===== config.mk =====
export PLATFORM = sky130hd
export DESIGN_NAME = per_client_auth_rate_limiter
export DESIGN_NICKNAME = d
export VERILOG_FILES = /design/src/hw/rtl/rl_pkg.sv /design/src/hw/rtl/rl_lookup.sv /design/src/hw/rtl/rl_retry.sv /design/src/hw/rtl/per_client_auth_rate_limiter.sv
export SDC_FILE = /design/constraint.sdc
export NUM_CORES = 2
export LEC_CHECK = 0
export ABC_AREA = 1
export BUFFER_PORTS_ARGS = -buffer_cell sky130_fd_sc_hd__buf_2
export CORE_MARGIN = 10
export CORE_UTILIZATION = 45
export DETAILED_ROUTE_END_ITERATION = 8
export PLACE_DENSITY = 0.69
export SETUP_SLACK_MARGIN = 0.3
export SKIP_CTS_REPAIR_TIMING = 1
export SYNTH_ARGS = -nofsm -noshare
export SYNTH_HDL_FRONTEND = slang
export SYNTH_SLANG_ARGS = --single-unit

===== constraint.sdc =====
create_clock -name clk -period 27.3 [get_ports clk]
set_input_delay 4.095 -clock clk [delete_from_list [all_inputs] [get_ports clk]]
set_output_delay 4.095 -clock clk [all_outputs]
set_load 0.02 [all_outputs]

===== src/hw/rtl/rl_pkg.sv =====
// Shared types, constants and codes for the per-client auth rate limiter.
// No dependencies; every other file in hw/rtl refers to it by scoped names.
`default_nettype none

package rl_pkg;

  localparam int TABLE_ENTRIES = 8;
  localparam int IDX_W = (TABLE_ENTRIES > 1) ? $clog2(TABLE_ENTRIES) : 1;
  localparam int PAD_ENTRIES = 1 << IDX_W;

  // operation codes
  localparam logic [1:0] OP_CHECK = 2'd0;
  localparam logic [1:0] OP_FAIL  = 2'd1;
  localparam logic [1:0] OP_CLEAR = 2'd2;
  localparam logic [1:0] OP_RSVD  = 2'd3;

  // configuration register indexes
  localparam logic [1:0] REG_MAX_FAILURES = 2'd0;
  localparam logic [1:0] REG_WINDOW_LEN   = 2'd1;
  localparam logic [1:0] REG_BLOCK_LEN    = 2'd2;

  localparam logic [7:0]  MAX_FAILURES_RST = 8'd5;
  localparam logic [31:0] WINDOW_LEN_RST   = 32'd60000;
  localparam logic [30:0] BLOCK_LEN_RST    = 31'd120000;
  localparam logic [7:0]  COUNT_CEILING    = 8'd255;

  // ceil(rem / 1000) = ((rem + 999) * RECIP_1000) >> RECIP_SHIFT, exact below 2^32
  localparam logic [31:0] ROUND_UP_MS = 32'd999;
  localparam logic [28:0] RECIP_1000  = 29'd274877907;
  localparam int          RECIP_SHIFT = 38;

  typedef logic [IDX_W-1:0] idx_t;
  typedef logic [31:0]      word_t;

  typedef struct packed {
    idx_t sel;
    logic fresh;
  } look_t;

  typedef struct packed {
    logic        limited;
    logic [30:0] rem_ms;
    logic [2:0]  slot;
    logic        allocated;
    logic [7:0]  failures;
  } res_t;

endpackage

`default_nettype wire


===== src/hw/rtl/rl_lookup.sv =====
// Entry selection: key match, first empty entry, else oldest window (tree).
// Depends on rl_pkg.
`default_nettype none

module rl_lookup (
  input  wire logic           entry_valid [rl_pkg::TABLE_ENTRIES],
  input  wire rl_pkg::word_t  entry_key [rl_pkg::TABLE_ENTRIES],
  input  wire rl_pkg::word_t  entry_window_start [rl_pkg::TABLE_ENTRIES],
  input  wire rl_pkg::word_t  key,
  input  wire rl_pkg::word_t  now,
  output rl_pkg::look_t       look
);

  logic         hit;
  rl_pkg::idx_t hit_idx;
  logic         has_empty;
  rl_pkg::idx_t empty_idx;
  rl_pkg::word_t age  [rl_pkg::IDX_W+1][rl_pkg::PAD_ENTRIES];
  rl_pkg::idx_t  widx [rl_pkg::IDX_W+1][rl_pkg::PAD_ENTRIES];

  always_comb begin
    hit       = 1'b0;
    hit_idx   = '0;
    has_empty = 1'b0;
    empty_idx = '0;
    for (int i = 0; i < rl_pkg::TABLE_ENTRIES; i++) begin
      if (!hit && entry_valid[i] && entry_key[i] == key) begin
        hit     = 1'b1;
        hit_idx = rl_pkg::IDX_W'(i);
      end
      if (!has_empty && !entry_valid[i]) begin
        has_empty = 1'b1;
        empty_idx = rl_pkg::IDX_W'(i);
      end
    end
  end

  // oldest window: right side wins only when strictly older, so ties go low
  always_comb begin
    age  = '{default: '0};
    widx = '{default: '0};
    for (int i = 0; i < rl_pkg::PAD_ENTRIES; i++) begin
      widx[0][i] = rl_pkg::IDX_W'(i);
    end
    for (int i = 0; i < rl_pkg::TABLE_ENTRIES; i++) begin
      age[0][i] = now - entry_window_start[i];
    end
    for (int l = 0; l < rl_pkg::IDX_W; l++) begin
      for (int j = 0; j < (rl_pkg::PAD_ENTRIES >> (l + 1)); j++) begin
        if (age[l][2*j+1] > age[l][2*j]) begin
          age[l+1][j]  = age[l][2*j+1];
          widx[l+1][j] = widx[l][2*j+1];
        end else begin
          age[l+1][j]  = age[l][2*j];
          widx[l+1][j] = widx[l][2*j];
        end
      end
    end
  end

  always_comb begin
    look.fresh = !hit;
    if (hit) begin
      look.sel = hit_idx;
    end else if (has_empty) begin
      look.sel = empty_idx;
    end else begin
      look.sel = widx[rl_pkg::IDX_W][0];
    end
  end

endmodule

`default_nettype wire


===== src/hw/rtl/rl_retry.sv =====
// Output stage: turns the remaining block time into whole seconds, rounded up,
// and holds the result beat for the consumer. Depends on rl_pkg.
`default_nettype none

module rl_retry (
  input  wire logic        clk,
  input  wire logic        rst,
  input  wire rl_pkg::res_t res,
  input  wire logic        res_valid,
  output logic             take,
  output logic             rsp_valid,
  input  wire logic        rsp_stall,
  output logic             limited,
  output logic [21:0]      retry_secs,
  output logic [2:0]       slot,
  output logic             allocated,
  output logic [7:0]       failures_now
);

  logic [31:0] rounded;
  logic [60:0] product;

  assign take    = !rsp_valid || !rsp_stall;
  assign rounded = {1'b0, res.rem_ms} + rl_pkg::ROUND_UP_MS;
  assign product = 61'(rounded) * 61'(rl_pkg::RECIP_1000);

  always_ff @(posedge clk) begin
    if (rst) begin
      rsp_valid <= 1'b0;
    end else if (take) begin
      rsp_valid <= res_valid;
    end
  end

  always_ff @(posedge clk) begin
    if (take && res_valid) begin
      limited      <= res.limited;
      retry_secs   <= product[rl_pkg::RECIP_SHIFT +: 22];
      slot         <= res.slot;
      allocated    <= res.allocated;
      failures_now <= res.failures;
    end
  end

endmodule

`default_nettype wire


===== src/hw/rtl/per_client_auth_rate_limiter.sv =====
// Top level of the per-client auth rate limiter: input register, entry table,
// per-event update and configuration. Depends on rl_pkg, rl_lookup, rl_retry.
//
//  channel | direction | handshake             | beat
//  req     | in        | req_valid / req_stall | operation, client_addr, addr_valid, now_ms
//  rsp     | out       | rsp_valid / rsp_stall | limited, retry_secs, slot, allocated,
//          |           |                       | failures_now
//  cfg     | in        | cfg_valid / cfg_ready | cfg_index, cfg_data
//
// One event per cycle sustained while rsp is not stalled. A beat goes from the input
// register to the result register (lookup, table update), then to rsp (seconds multiply).
// The table is read and written in the same cycle, so back-to-back events on one
// client see each other's updates. Synchronous reset empties the table and loads
// the default limits. A stalled rsp holds its beat and backs up into req_stall.
`default_nettype none

module per_client_auth_rate_limiter (
  input  wire logic        clk,
  input  wire logic        rst,
  input  wire logic        req_valid,
  output logic             req_stall,
  input  wire logic [1:0]  operation,
  input  wire logic [31:0] client_addr,
  input  wire logic        addr_valid,
  input  wire logic [31:0] now_ms,
  output logic             rsp_valid,
  input  wire logic        rsp_stall,
  output logic             limited,
  output logic [21:0]      retry_secs,
  output logic [2:0]       slot,
  output logic             allocated,
  output logic [7:0]       failures_now,
  input  wire logic        cfg_valid,
  output logic             cfg_ready,
  input  wire logic [1:0]  cfg_index,
  input  wire logic [31:0] cfg_data
);

  // configuration
  logic [7:0]  max_failures;
  logic [31:0] window_length_ms;
  logic [30:0] block_length_ms;

  // input register
  logic          in_v;
  logic [1:0]    in_op;
  rl_pkg::word_t in_key;
  logic          in_present;
  rl_pkg::word_t in_now;

  // table
  logic          entry_valid        [rl_pkg::TABLE_ENTRIES];
  rl_pkg::word_t entry_key          [rl_pkg::TABLE_ENTRIES];
  logic [7:0]    entry_failures     [rl_pkg::TABLE_ENTRIES];
  rl_pkg::word_t entry_window_start [rl_pkg::TABLE_ENTRIES];
  rl_pkg::word_t entry_block_until  [rl_pkg::TABLE_ENTRIES];

  // result register
  logic         res_v;
  rl_pkg::res_t res;

  logic          take;
  logic          res_free;
  logic          work;
  logic          act;
  rl_pkg::look_t look;
  logic [7:0]    fail_next;
  rl_pkg::word_t ws_next;
  rl_pkg::word_t bu_next;
  rl_pkg::res_t  res_next;

  assign cfg_ready = 1'b1;

  always_ff @(posedge clk) begin
    if (rst) begin
      max_failures     <= rl_pkg::MAX_FAILURES_RST;
      window_length_ms <= rl_pkg::WINDOW_LEN_RST;
      block_length_ms  <= rl_pkg::BLOCK_LEN_RST;
    end else if (cfg_valid && cfg_ready) begin
      case (cfg_index)
        rl_pkg::REG_MAX_FAILURES: max_failures     <= cfg_data[7:0];
        rl_pkg::REG_WINDOW_LEN:   window_length_ms <= cfg_data;
        rl_pkg::REG_BLOCK_LEN:    block_length_ms  <= cfg_data[30:0];
        default: ;
      endcase
    end
  end

  assign res_free  = !res_v || take;
  assign work      = in_v && res_free;
  assign req_stall = in_v && !res_free;
  assign act       = in_present && (in_op != rl_pkg::OP_RSVD);

  always_ff @(posedge clk) begin
    if (rst) begin
      in_v <= 1'b0;
    end else if (!req_stall) begin
      in_v <= req_valid;
    end
  end

  always_ff @(posedge clk) begin
    if (req_valid && !req_stall) begin
      in_op      <= operation;
      in_key     <= client_addr;
      in_present <= addr_valid;
      in_now     <= now_ms;
    end
  end

  rl_lookup u_lookup (
    .entry_valid        (entry_valid),
    .entry_key          (entry_key),
    .entry_window_start (entry_window_start),
    .key                (in_key),
    .now                (in_now),
    .look               (look)
  );

  always_comb begin
    logic [7:0]    cur_fail;
    rl_pkg::word_t cur_bu;
    rl_pkg::word_t ahead_d;
    logic          blocked;
    logic [rl_pkg::IDX_W+2:0] sel_wide;

    // a fresh entry starts cleared with its window opening now
    cur_fail = look.fresh ? 8'd0 : entry_failures[look.sel];
    ws_next  = look.fresh ? in_now : entry_window_start[look.sel];
    cur_bu   = look.fresh ? 32'd0 : entry_block_until[look.sel];
    ahead_d  = cur_bu - in_now;
    blocked  = (cur_bu != 32'd0) && (ahead_d != 32'd0) && !ahead_d[31];
    sel_wide = {3'b000, look.sel};

    fail_next = cur_fail;
    bu_next   = cur_bu;
    res_next  = '0;

    case (in_op)
      rl_pkg::OP_CHECK: begin
        if (blocked) begin
          res_next.limited = 1'b1;
          res_next.rem_ms  = ahead_d[30:0];
        end else if (cur_bu != 32'd0) begin
          bu_next   = '0;
          fail_next = '0;
          ws_next   = in_now;
        end
      end
      rl_pkg::OP_FAIL: begin
        if (!blocked) begin
          if ((in_now - ws_next) > window_length_ms) begin
            ws_next   = in_now;
            fail_next = '0;
          end
          if (fail_next != rl_pkg::COUNT_CEILING) begin
            fail_next = fail_next + 8'd1;
          end
          if (fail_next >= max_failures) begin
            bu_next = in_now + {1'b0, block_length_ms};
          end
        end
      end
      rl_pkg::OP_CLEAR: begin
        fail_next = '0;
        ws_next   = in_now;
        bu_next   = '0;
      end
      default: ;
    endcase

    if (act) begin
      res_next.slot      = sel_wide[2:0];
      res_next.allocated = look.fresh;
      res_next.failures  = fail_next;
    end else begin
      res_next = '0;
    end
  end

  always_ff @(posedge clk) begin
    if (rst) begin
      for (int i = 0; i < rl_pkg::TABLE_ENTRIES; i++) begin
        entry_valid[i] <= 1'b0;
      end
    end else if (work && act) begin
      entry_valid[look.sel] <= 1'b1;
    end
  end

  always_ff @(posedge clk) begin
    if (work && act) begin
      entry_key[look.sel]          <= in_key;
      entry_failures[look.sel]     <= fail_next;
      entry_window_start[look.sel] <= ws_next;
      entry_block_until[look.sel]  <= bu_next;
    end
  end

  always_ff @(posedge clk) begin
    if (rst) begin
      res_v <= 1'b0;
    end else if (res_free) begin
      res_v <= work;
    end
  end

  always_ff @(posedge clk) begin
    if (work) begin
      res <= res_next;
    end
  end

  rl_retry u_retry (
    .clk          (clk),
    .rst          (rst),
    .res          (res),
    .res_valid    (res_v),
    .take         (take),
    .rsp_valid    (rsp_valid),
    .rsp_stall    (rsp_stall),
    .limited      (limited),
    .retry_secs   (retry_secs),
    .slot         (slot),
    .allocated    (allocated),
    .failures_now (failures_now)
  );

endmodule

`default_nettype wire


### Word level (Yosys, flattened, before mapping)

Memory sizes are Yosys's and may differ from the RTL's.
Index checks and enable logic that the tools add are counted.

| cells by class | value |
|---|---|
| $add $sub $neg | 13 |
| $mul | 1 |
| magnitude comparators | 11 |
| equal/unequal tests | 14 |
| muxes and demuxes | 80 |
| bitwise gates (word level) | 2 |
| reduce and logical (&&, ||, !) cells | 69 |

Operators by type and width:

| operator | count |
|---|---|
| 32-bit two-way mux | 20 |
| 256-bit bitwise mux | 2 |
| 32-bit subtractor | 10 |
| 32-bit equality test | 8 |
| 32-bit greater-than comparator | 8 |
| 32-bit case mux with 3 select lines | 2 |
| 32-bit binary-select mux with 3-bit select | 1 |
| 32-bit demux with 3-bit select | 1 |
| 8-bit two-way mux | 10 |
| 32-bit nonzero test | 2 |
| 32-bit by 29-bit multiplier with 60-bit output, second input constant | 1 |
| 3-bit two-way mux | 11 |
| 31-bit by 10-bit adder with 32-bit output, second input constant | 1 |
| 32-bit by 31-bit adder with 32-bit output | 1 |
| 1-bit logical AND | 31 |
| 1-bit zero test | 27 |
| 1-bit two-way mux | 25 |
| 8-bit case mux with 3 select lines | 1 |
| 2-bit two-way mux | 6 |
| 8-bit by 1-bit adder with 8-bit output, second input constant | 1 |
| 8-bit greater-or-equal comparator | 1 |
| 8-bit != test, second input constant | 1 |
| 8-bit OR | 1 |
| 2-bit AND reduction | 4 |
| other kinds (10) | 14 |

| word-level totals | value |
|---|---|
| bits in registers | 740 |
| bits in writable memories | 320 |
| input port bits | 106 |
| output and inout bits | 38 |
| word-level logic and storage cells | 236 |
| memories | 2 |

Memory list:

| memory | depth | width | read ports | clocked after Yosys merged registers in | write ports | RTL line | source |
|---|---|---|---|---|---|---|---|
| entry_block_until | 8 | 32 | 1 | 0 | 1 | per_client_auth_rate_limiter.sv:56 | `rl_pkg::word_t entry_block_until [rl_pkg::TABLE_ENTRIES];` |
| entry_failures | 8 | 8 | 1 | 0 | 1 | per_client_auth_rate_limiter.sv:54 | `logic [7:0] entry_failures [rl_pkg::TABLE_ENTRIES];` |

### Longest topological paths before layout

| depth | value |
|---|---|
| word-level depth | 50 |
| depth in mapped cells | 142 |
| mapped depth without buffers | 136 |

### Hierarchy

Synthesis repeated with hierarchy kept, for this count alone.

| unflattened totals | value |
|---|---|
| cell total of the unflattened synthesis | 10378 |
| area total of the unflattened synthesis | 86969.7 µm² |

Modules (own cells, without submodules):

| module | times used | cells an instance | area an instance (µm²) | seq. area each (µm²) |
|---|---|---|---|---|
| per_client_auth_rate_limiter | 1 | 4123 | 45132.0 | 29938.7 |
| rl_lookup | 1 | 3989 | 23656.4 | 0.0 |
| rl_retry | 1 | 2266 | 18181.2 | 1071.0 |

### Worst setup path after synthesis

Ideal clock, no wire load.

| path | value |
|---|---|
| path type | reg-to-reg |
| from | register in_now[1] |
| to | memory entry_block_until[0][5] (netlist bit) (data pin) |
| library setup time | 0.230 ns |
| data arrival time | 17.211 ns |
| data required time | 27.070 ns |
| slack | 9.860 ns |
| cell stages (with the launch flop) | 120 |
| buffers on the path | 11 |
| clock period less this slack | 17.440 ns |
| cell sequence | edfxtp_1 > ha_1 > nand3_1 > nand2_1 > nand2_1 > o211ai_1 > a21boi_1 > o21ai_0 > a21boi_0 > o21ai_1 > a21boi_0 > o21ai_1 > a21boi_0 > o21ai_1 > a21boi_0 > o21ai_1 > nand3_1 > o21ai_1 > [... 84 more ...] > nand4_1 > nor2_1 > nand4_2 > nand3_1 > nor2_1 > nand2_1 > nand2_1 > ha_1 > nand2_1 > nor2_1 > nand4_1 > and3_1 > clkbuf_1 > inv_1 > clkbuf_1 > clkbuf_1 > o21ai_0 > o22ai_1 |

| on the way | value |
|---|---|
| cells in the longest elaborated chain, start to end | 27 |
| elaborated cells between the ends (all ways) | 62 |
| classes of those cells | add/sub (12); order compare (9); eq/ne (1); mux (32); bitwise (1); reduce/logical (5); memory (2) |

Ends and longest elaborated chain:

| element | RTL line | source |
|---|---|---|
| from (decl) | per_client_auth_rate_limiter.sv:49 | `rl_pkg::word_t in_now;` |
| from (signal assigned) | per_client_auth_rate_limiter.sv:107 | `in_now <= now_ms;` |
| 32-bit subtractor | rl_lookup.sv:46 | `age[0][i] = now - entry_window_start[i];` |
| 32-bit greater-than comparator | rl_lookup.sv:50 | `if (age[l][2*j+1] > age[l][2*j]) begin` |
| 32-bit two-way mux | rl_lookup.sv:50 |  |
| 32-bit greater-than comparator | rl_lookup.sv:50 |  |
| 32-bit two-way mux | rl_lookup.sv:50 |  |
| 32-bit greater-than comparator | rl_lookup.sv:50 |  |
| 3-bit two-way mux | rl_lookup.sv:50 |  |
| 3-bit two-way mux | rl_lookup.sv:65 | `end else if (has_empty) begin` |
| [... 12 more ...] | n/a |  |
| 8-bit two-way mux | per_client_auth_rate_limiter.sv:156 | `if (fail_next != rl_pkg::COUNT_CEILING) begin` |
| 8-bit two-way mux | per_client_auth_rate_limiter.sv:151 | `if (!blocked) begin` |
| 8-bit two-way mux | per_client_auth_rate_limiter.sv:139 | `case (in_op)` |
| 8-bit greater-or-equal comparator | per_client_auth_rate_limiter.sv:159 | `if (fail_next >= max_failures) begin` |
| 32-bit two-way mux | per_client_auth_rate_limiter.sv:159 |  |
| 32-bit two-way mux | per_client_auth_rate_limiter.sv:151 |  |
| 32-bit case mux with 3 select lines (*) | per_client_auth_rate_limiter.sv:139 |  |
| net bu_next[5] | per_client_auth_rate_limiter.sv:69 | `rl_pkg::word_t bu_next;` |
| to (decl) | per_client_auth_rate_limiter.sv:56 |  |

The timed path passes the listed nets; every way through them passes the cells marked *. The select of a mux whose other input is x is not followed.

### Final worst setup path

| path | value |
|---|---|
| from | register in_now[0] |
| to | memory entry_block_until[2][21] (netlist bit) (data pin) |

The elaborated chain is that of the path after synthesis.

==> flow_summary.yaml <==
outcome:
  status: "completed"
logic_synthesis:
  synth_compound_area_share_pct: 12.4
  yosys_warnings: 0
  ys_seq_area_share_pct: 38.5
  synth_top_cells_by_area: "edfxtp_1 36%, ha_1 15%, fa_1 7.7%"
  synth_fa_ha_area_share_pct: 23.1
  synth_xor_area_share_pct: 4.91
  yosys.area.top_type: "edfxtp_1"
  ys_ff_latch: 1060
  synth-simple-area-share_pct: 13.0
  syn_avg_cell_area_sq_um: 9.20
  synth_edf_count: 978
  synth.area.mux_share_pct: 0
  synth_cells: 8758
  synth_top_family_by_area: "adder cells"
  yosysUniqueCellTypes: 66
  async_flop_share_pct: 0
  synthFlopType: "edfxtp_1"
  synth_fp_nets: 10200
  netlist.area_leader.share_pct: 36.4
  synthesis.area_sq_um: 80600
timing:
  period_share_pct: 88.3
  maxSlewHeadroom_pct: 19.3
  final_max_slew_viol_count: 0
  rsz0062_at_grt: "no"
  tightest_slew_ns: 1.21
  clock.fmax_mhz: 41.5
  setup_viol: 0
  setup_tns_ns: 0
  hold_slack_ns: 0.418
  min_period_ns: 24.11
  timing.final.ws_setup_ns: 3.19
  skew_ns: 0.0798
  hold_viol: 0
finish:
  nFillCells: 16500
  finish.net_count: 10300
  area_delta_synth_final_pct: 9.17
  drive_gt1_share_pct: 5.97
  multi_input_area_sq_um: 43200
  mostFrequentLayoutCell: "nand2_1"
  layout_common_cells: "1459 x nand2_1, 1448 x inv_1, 991 x ha_1"
  fin_util_pct: 49.4
  seq_area_sq_um: 31000
die:
  start_util_pct: 45.2
  coreArea_sq_um: 178000
  pin_count: 144
  dieArea_sq_um: 196000
  die_w_microns: 443
  rows: 155
  die_y_microns: 443
worst_setup_path:
  crit_type: "flop to flop"
  critical_path.top_delay_family: "simple AND/OR/NAND/NOR gates"
  crit_path_frequent_cell: "nand2_1"
  reg2reg_slack_ns: 3.19
  critPathBufInv: 15
  cp.required_ns: 27.69
  cp-end-kind: "flop"
  cp_max_fo: 64
  cp_data_arrival_time_ns: 24.50
  cpMaxStageDelayCell: "inv_1"
  critPathLaunchType: "flop"
  slowest_delay_ns: 0.89
detailed_routing:
  wl_per_cell_microns: 23.3
  drc_errors: 0
  drtPass1Iterations: 6
  ant_nets: 0
  drt-total-wl_microns: 264000
  drt_first_iter_violations: 6207
  viasPerCell: 5.64
  vias: 64000
clock_tree:
  htree_levels: 3
  clockBufferDepth: 3
  clockRootBuffer: "clkbuf_16"
  cts_tree: "done"
  cts.reportedPaths.clkPinSlew_ns: 0.06
  cts_buffers: 115
  cts.sinks: 1060
  insertion_delay_ns: 0.80
grt:
  grt_overflow: 0
  grt_usage_pct: 26.1
  grt_max_degree: 67
  grt_pass1_vias: 62900
  antenna_found_initial: 2
  grt_first_pass_wirelength_microns: 392000
worst_hold_path:
  hold_path_class: "flop to flop"
power_and_ir_drop:
  p_leak_nw: 39.7
  power.density_nw_per_um2: 90.4
  max-vdd-ir-drop_v: 0.000181
  design_power_total_mw: 7.96
placed_design:
  dpl.hpwl_microns: 202000
  place_congestion: 1.02
  pre_cts_ws_ns: 3.86
  place.port_buffers: 142
flow_run:
  maxCapViolations: 0
[final timing paths]
path | from | end | cells after the start
max | in_now[0] | entry_block_until[2][21] | 117
min | res[43] | u_retry.limited | 0
max reg2reg | in_now[0] | entry_block_until[2][21] | 117
min reg2reg | res[43] | u_retry.limited | 0
[metrics by stage]
| step | instances | area [sq um] |
|---|---|---|
| floorplan | 8758 | 80600 |
| global placement | 11100 | 84000 |
| detailed placement | 11100 | 84000 |
| CTS | 11300 | 88000 |
| global route | 11300 | 88000 |
| finish | 11300 | 88000 |
[logic make-up (layout without fill, tap and decap cells)]
logic type / Yosys count / in the layout
compound gates: 1796 / 1796
other cells: 1 / 10
flops: 1060 / 1060
xor+xnor: 452 / 452
fa+ha+maj: 1300 / 1300
buf+inv: 1701 / 1927
simple gates: 2448 / 2448
[synthesized netlist by cell type (all sizes together), types with 13 or more instances]
library cell / n
xnor2: 171
or2: 59
a211oi: 35
o211ai: 28
a21oi: 599
clkbuf: 108
a22o: 17
a21boi: 50
inv: 1485
nand3: 302
buf: 107
o21ai: 708
o21bai: 13
o22ai: 246
nand3b: 42
a31oi: 23
dfxtp: 82
nand4: 116
fa: 309
nor3: 59
nand2: 1477
o21a: 20
xor2: 281
nor4: 29
ha: 991
nor2: 350
edfxtp: 978
[state kept, by name (all words and copies together) (netlist names), 8 cells and up]
name	cells
block_length_ms	31
entry_block_until	256
entry_failures	64
entry_key	256
entry_valid	8
entry_window_start	256
in_key	32
in_now	32
max_failures	8
res	44
u_retry.failures_now	8
u_retry.retry_secs	22
window_length_ms	32
[report_power, final]
| part | total [mW] | switching [mW] | internal, mW |
|---|---|---|---|
| sequential | 1.88 | 0.0331 | 1.84 |
| clock | 1.63 | 0.706 | 0.928 |
| combinational | 4.44 | 2.87 | 1.57 |
| total | 7.96 | 3.61 | 4.35 |
[cell type report]
class                   count  area share (%)
multi-input cells        5997            49.0
clock inverters            77            1.02
diodes                      9          0.0256
well taps                2355            3.35
inverters                1486            6.34
clock buffers             139            3.47
flip-flops and latches   1060            35.2
repair buffers            225            1.52
[routing by layer]
metal	vias to the layer above	GRT usage, %	part of all wire (%)	wire (microns)
met5	-	0	0	0
met4	0	17.7	8.0	21100
met3	624	3.76	7.1	18800
met2	2657	41.6	45	119000
met1	30600	32.8	40	106000
li1	30100	-	-	-
[worst reg2reg max path: cells and delay by family (launching register included)]
family	cells	cell delay, ns
adder cells (fa/ha/maj)	10	3.14
buffers and inverters	15	5.43
AO/OA/AOI/OAI	28	6.10
AND/OR/NAND/NOR	62	8.30
XOR/XNOR	2	0.32
flip-flops	1	0.43
No activity file was read; power rests on OpenSTA's default activity.
